[config.mk]
export PLATFORM = sky130hd
export DESIGN_NAME = lskv_ctrl
export DESIGN_NICKNAME = d
export VERILOG_FILES = /design/src/lskv_pkg.sv /design/src/lskv_ctrl.sv
export SDC_FILE = /design/constraint.sdc
export NUM_CORES = 1
export LEC_CHECK = 0
export BUFFER_PORTS_ARGS = -buffer_cell sky130_fd_sc_hd__buf_4
export CORE_AREA = 4 4 41 43
export CTS_CLUSTER_DIAMETER = 30
export CTS_CLUSTER_SIZE = 40
export DETAILED_ROUTE_END_ITERATION = 12
export DIE_AREA = 0 0 45 47
export PLACE_DENSITY = 0.38
export SLEW_MARGIN = 20
export SYNTH_ARGS = -nofsm -noshare
export SYNTH_HDL_FRONTEND = slang
export SYNTH_SLANG_ARGS = --single-unit
[constraint.sdc]
create_clock -name clock -period 2.04 [get_ports clock]
set_input_delay 0.408 -clock clock [delete_from_list [all_inputs] [get_ports clock]]
set_output_delay 0.408 -clock clock [all_outputs]
set_load 0.005 [all_outputs]
[src/lskv_pkg.sv]
// Shared constants and types for the linear-scan key/value table.
`default_nettype none
package lskv_pkg;

   localparam int ENTRIES    = 256;
   localparam int KEY_BITS   = 64;
   localparam int VALUE_BITS = 64;
   localparam int WORD_BITS  = 64;
   localparam int IDX_BITS   = $clog2(ENTRIES);
   localparam int CNT_BITS   = $clog2(ENTRIES + 1);

   localparam logic [1:0] STATUS_OK   = 2'd0;
   localparam logic [1:0] STATUS_FULL = 2'd1;
   localparam logic [1:0] STATUS_MISS = 2'd2;

   localparam logic CMD_PUT = 1'b0;
   localparam logic CMD_GET = 1'b1;

   typedef enum logic [1:0] {
      ST_IDLE,
      ST_SCAN,
      ST_FETCH,
      ST_FINISH
   } state_type;

   typedef struct packed {
      logic start;
      logic scan;
      logic capture;
      logic finish;
   } ctrl_cmd_type;

   typedef struct packed {
      logic hit;
      logic exhausted;
      logic is_get;
      logic out_free;
   } dp_status_type;

endpackage
`default_nettype wire

[src/lskv_ctrl.sv]
// Controller state machine: accept, scan, optional value fetch, finish.
`default_nettype none
module lskv_ctrl import lskv_pkg::*; (
   input  wire logic          clock,
   input  wire logic          reset,
   input  wire logic          req_valid,
   output logic               req_ready,
   input  wire dp_status_type status,
   output ctrl_cmd_type       cmd
);

   state_type state_ff, state_in;

   always_ff @(posedge clock) begin
      if (reset) begin
         state_ff <= ST_IDLE;
      end else begin
         state_ff <= state_in;
      end
   end

   always_comb begin
      state_in  = state_ff;
      cmd       = '0;
      req_ready = 1'b0;
      case (state_ff)
         ST_IDLE: begin
            req_ready = !reset;
            if (req_valid && !reset) begin
               cmd.start = 1'b1;
               state_in  = ST_SCAN;
            end
         end
         ST_SCAN: begin
            cmd.scan = 1'b1;
            if (status.hit || status.exhausted) begin
               cmd.capture = 1'b1;
               state_in    = (status.hit && status.is_get) ? ST_FETCH : ST_FINISH;
            end
         end
         ST_FETCH: begin
            state_in = ST_FINISH;
         end
         ST_FINISH: begin
            if (status.out_free) begin
               cmd.finish = 1'b1;
               state_in   = ST_IDLE;
            end
         end
         default: begin
            state_in = ST_IDLE;
         end
      endcase
   end

endmodule
`default_nettype wire

-- Word-level counts from Yosys, hierarchy flattened
Cells that the tools add are included.
- bits in registers: 2
- input bits: 7
- output and inout bits: 5
- word-level logic and storage cells: 25
- equal/unequal tests: 6
- muxes and demuxes: 12
- reduce and logical (&&, ||, !) cells: 6
- operators by type and width (operator ; number):
    2-to-1 mux 2 bit ; 4
    case mux 2 bit (4 select lines) ; 1
    2-to-1 mux 1 bit ; 7
    != test 2 bit, second input constant ; 3
    == test 2 bit, second input constant ; 2
    AND reduction 3 bit ; 1
    == test 2 x 1 -> 1 bit, second input constant ; 1
    logical AND 1 bit ; 2
    logical NOT 2 bit ; 1
    logical NOT 1 bit ; 1
    logical OR 1 bit ; 1

-- Logic depth before layout (Yosys ltp)
Gate-level depths: netlist of the first run.
- word-level depth: 4
- depth in mapped cells: 5
- mapped depth without buffers: 5

-- Worst setup path after synthesis of the first run
No wires, ideal clock.
- path kind: register to register
- start: register state_ff[0]
- end: register state_ff[0]
- library setup time: 0.087 ns
- arrival time: 1.388 ns
- required time: 1.953 ns
- slack: 0.565 ns
- cell stages (with the launch flop): 6
- buffers on the path: 0
- clock period less this slack: 1.475 ns
- cells stage by stage: dfxtp_1 -> inv_1 -> ha_1 -> a221o_1 -> or3_1 -> o31ai_1
- cells in the longest elaborated chain, start to end: 3
- elaborated cells between the ends (all ways): 9
- classes of those cells: eq/ne (6); mux (1); reduce/logical (2)
- RTL lines (element ; RTL line ; RTL):
    from (decl) ; lskv_ctrl.sv:12 ; state_type state_ff, state_in;
    from (signal assigned) ; lskv_ctrl.sv:18 ; state_ff <= state_in;
    == test 2 x 1 -> 1 bit, or another cell as far along ; lskv_ctrl.sv:26 ; case (state_ff)
    != test 2 bit (no line) ; - ;
    AND reduction 3 bit (no line) ; - ;
Several ways; a longest one is shown, not always the timed one.
A chain may end at the register's enable or synchronous reset.

==> metrics, run 1 <==
outcome completed; DRT iter0 DRCs 1; Worst EP required 1.63 ns; IO Count 12; clk sinks 2; post-synthesis simple-gate area fraction 28.0%; Layout Nets 52; fraction of layout cells with a size suffix above 1 39.5%; PortBufs 11; worst setup margin 0.237 ns; internal power 224 uW; final worst path period share 88.4%; Top reg by flops state_ff; sequential fraction of design power 20.8%; Top Registers state_ff (2); Bufs on Longest Clock Path 2; H-tree depth 1; Final Max Tran Viols 0; full die area 2120 um2; final WL 497 um; area share of fa/ha/maj cells after synthesis 30.5%; switching share of power 35.0%; met1 GRT Util 4.74%; synth warn 0; WHS 0.382 ns; crit-path cells inv_1, ha_1, and2b_2, and2_1, buf_4; Sw Pwr 120 uW; first-pass GRT wire length 821 um; commonest non-fill, non-tap cell in the layout buf_4; WS Path Type reg2out; worst slack, placed 0.458 ns; post-synthesis cell count 24; startpoint class of the critical path register; DR DRC count 0; Logic pwr share 54.0%; most frequent cells in the layout buf_4, ha_1, clkbuf_4; setup TNS 0 ns; met2 usage 9.60%; Layout Skew 0.00161 ns; PwrDens 1050 nW/um2; sequential fraction of the synthesis area 19.5%; crit-path max cell delay 0.38 ns; clk slew on worst S/H paths 0.03 ns; Area Overhead vs Synth 60.4%; Filler cells 154; Setup Viol. Count Final 0; Vias/cell 4.02; most used routing layer met2; WL/cell 9.38 um; 1st-pass router iterations 2; die width 45 um; DP Cell Count 50; vias in the first global route 217; Max IR drop VDD 0.256 mV; Hold Violations, Final 0; CTS Hold Bufs 0; initial antenna violation count 0; CP arrival 1.39 ns; Synth Cell Area 205 um2; post-detail-place hpwl 414 um; Tot Pwr 344 uW; # Post-CTS Setup Buffers 0; XOR/XNOR Fraction of Synth Area 0%; antenna cells 0; number of max-cap violations 0; Num CTS Buffers 3; unrepaired setup endpoints after global routing false; Site Rows 13; placer congestion estimate 0.654; crit path max fanout 4; synthesis-stage register bit count 2; Slew headroom 86.4%; Layout Cells excl Fill 53; min Tclk post-route 1.80 ns; Worst-Skew Late Latency 0.22 ns; Synth Area in Compound Gates 13.4%; Syn Nets 36; CTS tree done; crit end category output pin; post-synthesis mux area share 4.88%; largest net degree at the start of global routing 6; Leak 0.167 nW; Worst path slowest cell dfxtp_1; number of flip-flops in the largest register 2; GR Util All Layers 6.07%; grt ovf 0; post-synth cell types 14; M3 GR Usage 3.83%; post-CTS resize count 0; worst-margin pin slew 0.202 ns; Hold Crit Class in2reg; main combinational cell family by area after synthesis adder cells; CORE AREA 1300 um2; average size of a mapped cell 8.55 um2; via count 213; initial core utilization 15.8%; Achievable Freq 555 MHz; DIE HEIGHT 47 um; Antenna Violating Nets Remaining 0; clock share of power 25.2%; root buffer cell clkbuf_4
## critical path, delay by kind of cell, from the launching register on
kind / cells / cell delay, ns
simple gates: 2 / 0.35
flops: 1 / 0.38
fa+ha+maj: 1 / 0.21
buf+inv: 2 / 0.24
## final timing paths
kind                from          end  slack [ns]  depth (start not counted)
max          state_ff[0]       cmd[3]        0.24                          5
min                reset  state_ff[1]        0.38                          2
max reg2reg  state_ff[0]  state_ff[0]        0.45                          5
min reg2reg  state_ff[1]  state_ff[1]        0.55                          2
## layer usage
metal	wire length [um]	share of wire, %	vias to the layer above
met5	0	0	-
met4	8	1.6	0
met3	81	16	2
met2	211	42	11
met1	195	39	91
li1	-	-	109
## cells in the mapped netlist (all sizes together)
master,count,area share [%]
ha,5,30
a21oi,2,4.9
and2,2,6.1
dfxtp,2,20
inv,2,3.7
nor2,2,3.7
nor2b,2,6.1
a221o,1,4.9
and2b,1,4.3
mux2i,1,4.9
nand2,1,1.8
nand2b,1,3.1
o31ai,1,3.7
or3,1,3.1
## power by group through the flow
stage	logic, mW	clock network, mW	registers [mW]
final	0.186	0.0867	0.0716
after global routing	0.215	0.0933	0.0750
after CTS	0.191	0.0937	0.0719
after detailed placement	0.189	0	0.0725
after global placement	0.196	0	0.0712
after floorplan	0.122	0	0.0685
## cell type report
type	count	area [um2]	share of cell area [%]
Sequential cell	2	40.0	12.2
Tap cell	15	18.8	5.70
Clock buffer	3	22.5	6.84
Inverter	2	7.51	2.28
Timing Repair Buffer	11	82.6	25.1
Multi-Input combinational cell	20	158	47.9
## through the flow
| stage | area (um2) | utilization [%] |
|---|---|---|
| 2_1_floorplan | 205 | - |
| 4_1_cts | 329 | 25.3 |
| 3_5_place_dp | 307 | 23.6 |
| 3_3_place_gp | 307 | 23.6 |
| 6_report | 329 | 25.3 |
| 5_1_grt | 329 | 25.3 |
## kinds of logic (layout without fill, tap and decap cells)
logic type / Yosys count / after routing
adder cells (fa/ha/maj): 5 / 5
buffers and inverters: 2 / 16
AND/OR/NAND/NOR: 10 / 10
multiplexers: 1 / 1
flip-flops: 2 / 2
AO/OA/AOI/OAI: 4 / 4
No activity file was read; power rests on OpenSTA's default activity.
==> run 2: changes to the inputs <==
--- a/constraint.sdc
+++ b/constraint.sdc
@@ -3,2 +3,2 @@
 set_output_delay 0.408 -clock clock [all_outputs]
-set_load 0.005 [all_outputs]
+set_load 0.1 [all_outputs]
==> run 2 against run 1 <==
Final cell count unchanged. Critical endpoint unchanged. Maximum frequency down 6.1%. Critical path type unchanged. Largest cell class unchanged. Clock-buffer cell count is the same.
==> metrics, run 2 (same netlist as run 1, synthesis figures left out) <==
post-CTS resize count 0 (unchanged); DRT iter0 DRCs 1 (unchanged); Sw Pwr 322 uW (was 120 uW); Achievable Freq 521 MHz (was 555 MHz); IO Count 12 (unchanged); Layout Nets 52 (unchanged); Top reg by flops state_ff (unchanged); unrepaired setup endpoints after global routing false (unchanged); Site Rows 13 (unchanged); Worst-Skew Late Latency 0.22 ns (about the same); crit path max fanout 4 (unchanged); grt ovf 0 (unchanged); final worst path period share 94.1% (was 88.4%); sequential fraction of design power 12.9% (was 20.8%); antenna cells 0 (unchanged); met2 usage 10.2% (was 9.60%); initial core utilization 15.8% (unchanged); setup TNS 0 ns (unchanged); M3 GR Usage 1.92% (was 3.83%); CORE AREA 1300 um2 (unchanged); min Tclk post-route 1.92 ns (was 1.80 ns); Antenna Violating Nets Remaining 0 (unchanged); post-detail-place hpwl 460 um (was 414 um); clock share of power 15.7% (was 25.2%); largest net degree at the start of global routing 6 (unchanged); commonest non-fill, non-tap cell in the layout buf_4 (unchanged); Filler cells 151 (was 154); clk sinks 2 (unchanged); WL/cell 10.2 um (was 9.38 um); GR Util All Layers 6.47% (was 6.07%); CTS Hold Bufs 0 (unchanged); Tot Pwr 554 uW (was 344 uW); Hold Violations, Final 0 (unchanged); Final Max Tran Viols 0 (unchanged); clk slew on worst S/H paths 0.03 ns (about the same); die width 45 um (unchanged); PwrDens 1670 nW/um2 (was 1050 nW/um2); number of flip-flops in the largest register 2 (unchanged); crit-path cells inv_1, ha_1, and2b_2, and2_2, buf_4 (was inv_1, ha_1, and2b_2, and2_1, buf_4); CP arrival 1.51 ns (was 1.39 ns); via count 208 (was 213); worst slack, placed 0.345 ns (was 0.458 ns); WHS 0.381 ns (was 0.382 ns); vias in the first global route 236 (was 217); worst setup margin 0.120 ns (was 0.237 ns); Layout Skew 0.0000180 ns (was 0.00161 ns); switching share of power 58.2% (was 35.0%); internal power 232 uW (was 224 uW); Logic pwr share 71.4% (was 54.0%); Setup Viol. Count Final 0 (unchanged); startpoint class of the critical path register (unchanged); outcome completed (unchanged); Slew headroom 81.5% (was 86.4%); met1 GRT Util 5.88% (was 4.74%); 1st-pass router iterations 3 (was 2); root buffer cell clkbuf_4 (unchanged); Hold Crit Class in2reg (unchanged); Leak 0.168 nW (was 0.167 nW); most used routing layer met2 (unchanged); DR DRC count 0 (unchanged); H-tree depth 1 (unchanged); first-pass GRT wire length 897 um (was 821 um); # Post-CTS Setup Buffers 0 (unchanged); Worst EP required 1.63 ns (about the same); Top Registers state_ff (2) (unchanged); placer congestion estimate 0.709 (was 0.654); fraction of layout cells with a size suffix above 1 44.7% (was 39.5%); CTS tree done (unchanged); crit end category output pin (unchanged); crit-path max cell delay 0.37 ns (was 0.38 ns); Vias/cell 3.92 (was 4.02); Max IR drop VDD 0.705 mV (was 0.256 mV); Worst path slowest cell dfxtp_1 (unchanged); PortBufs 11 (unchanged); number of max-cap violations 0 (unchanged); worst-margin pin slew 0.280 ns (was 0.202 ns); Bufs on Longest Clock Path 2 (unchanged); DIE HEIGHT 47 um (unchanged); WS Path Type reg2out (unchanged); Area Overhead vs Synth 62.2% (was 60.4%); Num CTS Buffers 3 (unchanged); full die area 2120 um2 (unchanged); most frequent cells in the layout buf_4, ha_1, clkbuf_4 (unchanged); final WL 542 um (was 497 um); initial antenna violation count 0 (unchanged)
==> run 2: cell counts in the layout (fill, tap and decap cells not counted) <==
No cell type changed its count.
==> run 2: critical path, delay by kind of cell, from the launching register on <==
| kind | cells | cell delay [ns] |
|---|---|---|
| AND/OR/NAND/NOR | 2 | 0.37 |
| flip-flops | 1 | 0.37 |
| adder cells (fa/ha/maj) | 1 | 0.21 |
| buffers and inverters | 2 | 0.33 |
==> run 2: path summary, 6_finish.rpt <==
path,from,end,slack (ns),cells after the start
max reg2reg,state_ff[0],state_ff[0],0.45,5
min reg2reg,state_ff[1],state_ff[1],0.56,2
max,state_ff[0],cmd[3],0.12,5
min,reset,state_ff[1],0.38,2
==> run 2: layout make-up <==
type	instances	area [um2]	share of cell area [%]
inverter	2	7.51	2.26
sequential	2	40.0	12.0
tap	15	18.8	5.64
clock buffer	3	22.5	6.77
multi-input combinational	20	161	48.5
timing repair buffer	11	82.6	24.8
==> run 2: power by group through the flow <==
| stage | registers (mW) | clock network, mW | logic, mW |
|---|---|---|---|
| floorplan | 0.0685 | 0 | 0.324 |
| global placement | 0.0717 | 0 | 0.398 |
| detailed placement | 0.0722 | 0 | 0.399 |
| CTS | 0.0717 | 0.0950 | 0.400 |
| global route | 0.0740 | 0.0963 | 0.422 |
| finish | 0.0715 | 0.0870 | 0.396 |
==> run 2: per-layer routing <==
metal | part of all wire (%) | up-vias
met5 | 0 | -
met4 | 0 | 0
met3 | 14 | 0
met2 | 44 | 12
met1 | 42 | 88
li1 | - | 108
==> run 2: metrics by stage <==
stage,instances,area [um2],util [%]
floorplan,24,209,-
global placement,50,310,23.8
detailed placement,50,310,23.8
CTS,53,333,25.6
global route,53,333,25.6
finish,53,333,25.6
==> run 3: changes to the inputs <==
ABC_AREA = 1   (was default)
PLACE_DENSITY = 0.4   (was 0.38)
==> run 3 against run 2 <==
Via count increased by 17%. Highest routed layer unchanged. Critical path depth unchanged. Clock-buffer cell count unchanged. Synthesized cell count increased by 58%. Cell area increased by 9.8%. Core utilization increased by 2.5 points. Sequential power increased by 9.5%. Global-route usage decreased by 1.0 points. Routed wire length decreased by 6.8%. Sequential share of layout area decreased by 1.1 points. Critical endpoint unchanged. Clock skew increased by 0.0020 ns.
==> metrics, run 3 <==
GR Util All Layers 5.44% (was 6.47%); Num CTS Buffers 3 (unchanged); Layout Skew 0.00200 ns (was 0.0000180 ns); Setup Viol. Count Final 0 (unchanged); startpoint class of the critical path register (unchanged); Synth top area share 26.3% (was 30.5%); Syn Nets 50 (was 36); full die area 2120 um2 (unchanged); Bufs on Longest Clock Path 2 (unchanged); EDFF count, synth 0 (unchanged); first-pass GRT wire length 800 um (was 897 um); Worst-Skew Late Latency 0.22 ns (about the same); Hold Crit Class in2reg (unchanged); initial antenna violation count 0 (unchanged); Area Overhead vs Synth 53.7% (was 62.2%); CORE AREA 1300 um2 (unchanged); Hold Violations, Final 0 (unchanged); initial core utilization 18.3% (was 15.8%); number of max-cap violations 0 (unchanged); Top reg by flops state_ff (unchanged); synthesis-stage register bit count 2 (unchanged); # Post-CTS Setup Buffers 0 (unchanged); fraction of layout cells with a size suffix above 1 34.6% (was 44.7%); PortBufs 11 (unchanged); clk sinks 2 (unchanged); hold path startpoint reset (unchanged); Layout Nets 66 (was 52); post-synth cell types 10 (was 14); WHS 0.374 ns (was 0.381 ns); commonest non-fill, non-tap cell in the layout buf_4 (unchanged); top-count cell post-synth inv_1 (was ha_1); Worst EP required 1.63 ns (about the same); IO Count 12 (unchanged); final worst path period share 85.3% (was 94.1%); via count 243 (was 208); Site Rows 13 (unchanged); synth warn 0 (unchanged); Antenna Violating Nets Remaining 0 (unchanged); sequential fraction of the synthesis area 16.8% (was 19.5%); Final Max Tran Viols 0 (unchanged); number of flip-flops in the largest register 2 (unchanged); Main synth FF type dfxtp_1 (unchanged); antenna cells 0 (unchanged); root buffer cell clkbuf_4 (unchanged); CTS Hold Bufs 0 (unchanged); crit path max fanout 6 (was 4); H-tree depth 1 (unchanged); CP arrival 1.33 ns (was 1.51 ns); post-synthesis cell count 38 (was 24); DR DRC count 0 (unchanged); Post-synth top cells inv_1, nand2_1, ha_1, a21oi_1, nand3_1; DRT iter0 DRCs 4 (was 1); die width 45 um (unchanged); min Tclk post-route 1.74 ns (was 1.92 ns); clk slew on worst S/H paths 0.03 ns (about the same); Leak 0.214 nW (was 0.168 nW); Tot Pwr 621 uW (was 554 uW); placer congestion estimate 0.775 (was 0.709); Slew headroom 81.4% (was 81.5%); outcome completed (unchanged); unrepaired setup endpoints after global routing false (unchanged); largest cells by area after synthesis ha_1, dfxtp_1, inv_1, nand2_1, a21oi_1 (was ha_1, dfxtp_1, and2_1, nor2b_1, a21oi_1); crit end category output pin (unchanged); 1st-pass router iterations 2 (was 3); Final Util 28.1% (was 25.6%); largest area contributor in the netlist ha_1 (unchanged); worst-margin pin slew 0.282 ns (was 0.280 ns); average size of a mapped cell 6.26 um2 (was 8.55 um2); CP startpoint state_ff[0] (unchanged); final WL 505 um (was 542 um); Vias/cell 3.63 (was 3.92); Post-synth ARST share 0% (unchanged); DIE HEIGHT 47 um (unchanged); WS Path Type reg2out (unchanged); PwrDens 1700 nW/um2 (was 1670 nW/um2); Final Cell Area 365 um2 (was 333 um2); DP Area 343 um2 (was 310 um2); Critical R2R Launch state_ff[0] (unchanged); post-CTS resize count 0 (unchanged); Top Registers state_ff (2) (unchanged); WL/cell 7.54 um (was 10.2 um); setup TNS 0 ns (unchanged); Synth Cell Area 238 um2 (was 205 um2); most frequent cells in the layout buf_4, inv_1, nand2_1 (was buf_4, ha_1, clkbuf_4); Max IR drop VDD 0.631 mV (was 0.705 mV); vias in the first global route 218 (was 236); grt ovf 0 (unchanged); Achievable Freq 574 MHz (was 521 MHz); post-detail-place hpwl 426 um (was 460 um); largest net degree at the start of global routing 7 (was 6); CTS tree done (unchanged)
-- run 3: cell count changes after synthesis, sizes merged, moves of 2 or more --
| cell | before | now |
|---|---|---|
| and2 | 2 | 0 |
| nand2 | 1 | 11 |
| nor2b | 2 | 0 |
| nand3 | 0 | 3 |
| inv | 2 | 10 |
-- run 3: final cells by class --
cell class	instances	area (um2)
Fill cell	154	936
Clock buffer	3	22.5
Tap cell	15	18.8
Multi-Input combinational cell	26	164
Timing Repair Buffer	11	82.6
Inverter	10	37.5
Sequential cell	2	40.0
-- run 3: path summary, 6_finish.rpt --
path / to / slack, ns / cells past startpoint
max: cmd[3] / 0.30 / 5
min: state_ff[1] / 0.37 / 2
max reg2reg: state_ff[0] / 0.80 / 7
min reg2reg: state_ff[1] / 0.50 / 2
-- run 3: layer usage --
metal  vias up  part of all wire, %  GRT usage (%)
met4         0                    0           7.02
met1        98                   44           5.66
met3         0                  6.7           1.15
met2         5                   49           8.19
met5         -                    0              0
li1        140                    -              -
-- run 3: stage by stage --
step / worst slack, ns / cells
after floorplan: -0.289 / 38
after global placement: 0.532 / 64
after detailed placement: 0.525 / 64
after CTS: 0.281 / 67
after global routing: 0.196 / 67
final: 0.299 / 67
-- run 3: worst max-delay path, cell delays in order, from the launching register on --
cell	delay, ns
dfxtp_1	0.35
inv_1	0.11
ha_1	0.19
inv_1	0.06
nor2_1	0.10
buf_4	0.29
-- run 3: cells by family after synthesis --
kind of cell / Yosys count / share of synthesized area, %
adders and majority gates: 5 / 26.3
buffers and inverters: 10 / 15.8
AOI/OAI and AO/OA: 3 / 6.31
and+or+nand+nor: 18 / 34.7
DFF: 2 / 16.8
-- run 3: where the power goes --
part	internal [mW]	switching, mW	total (mW)
Sequential	0.0560	0.0222	0.0783
Combinational	0.116	0.341	0.458
Clock	0.0648	0.0206	0.0854
Total	0.237	0.384	0.621
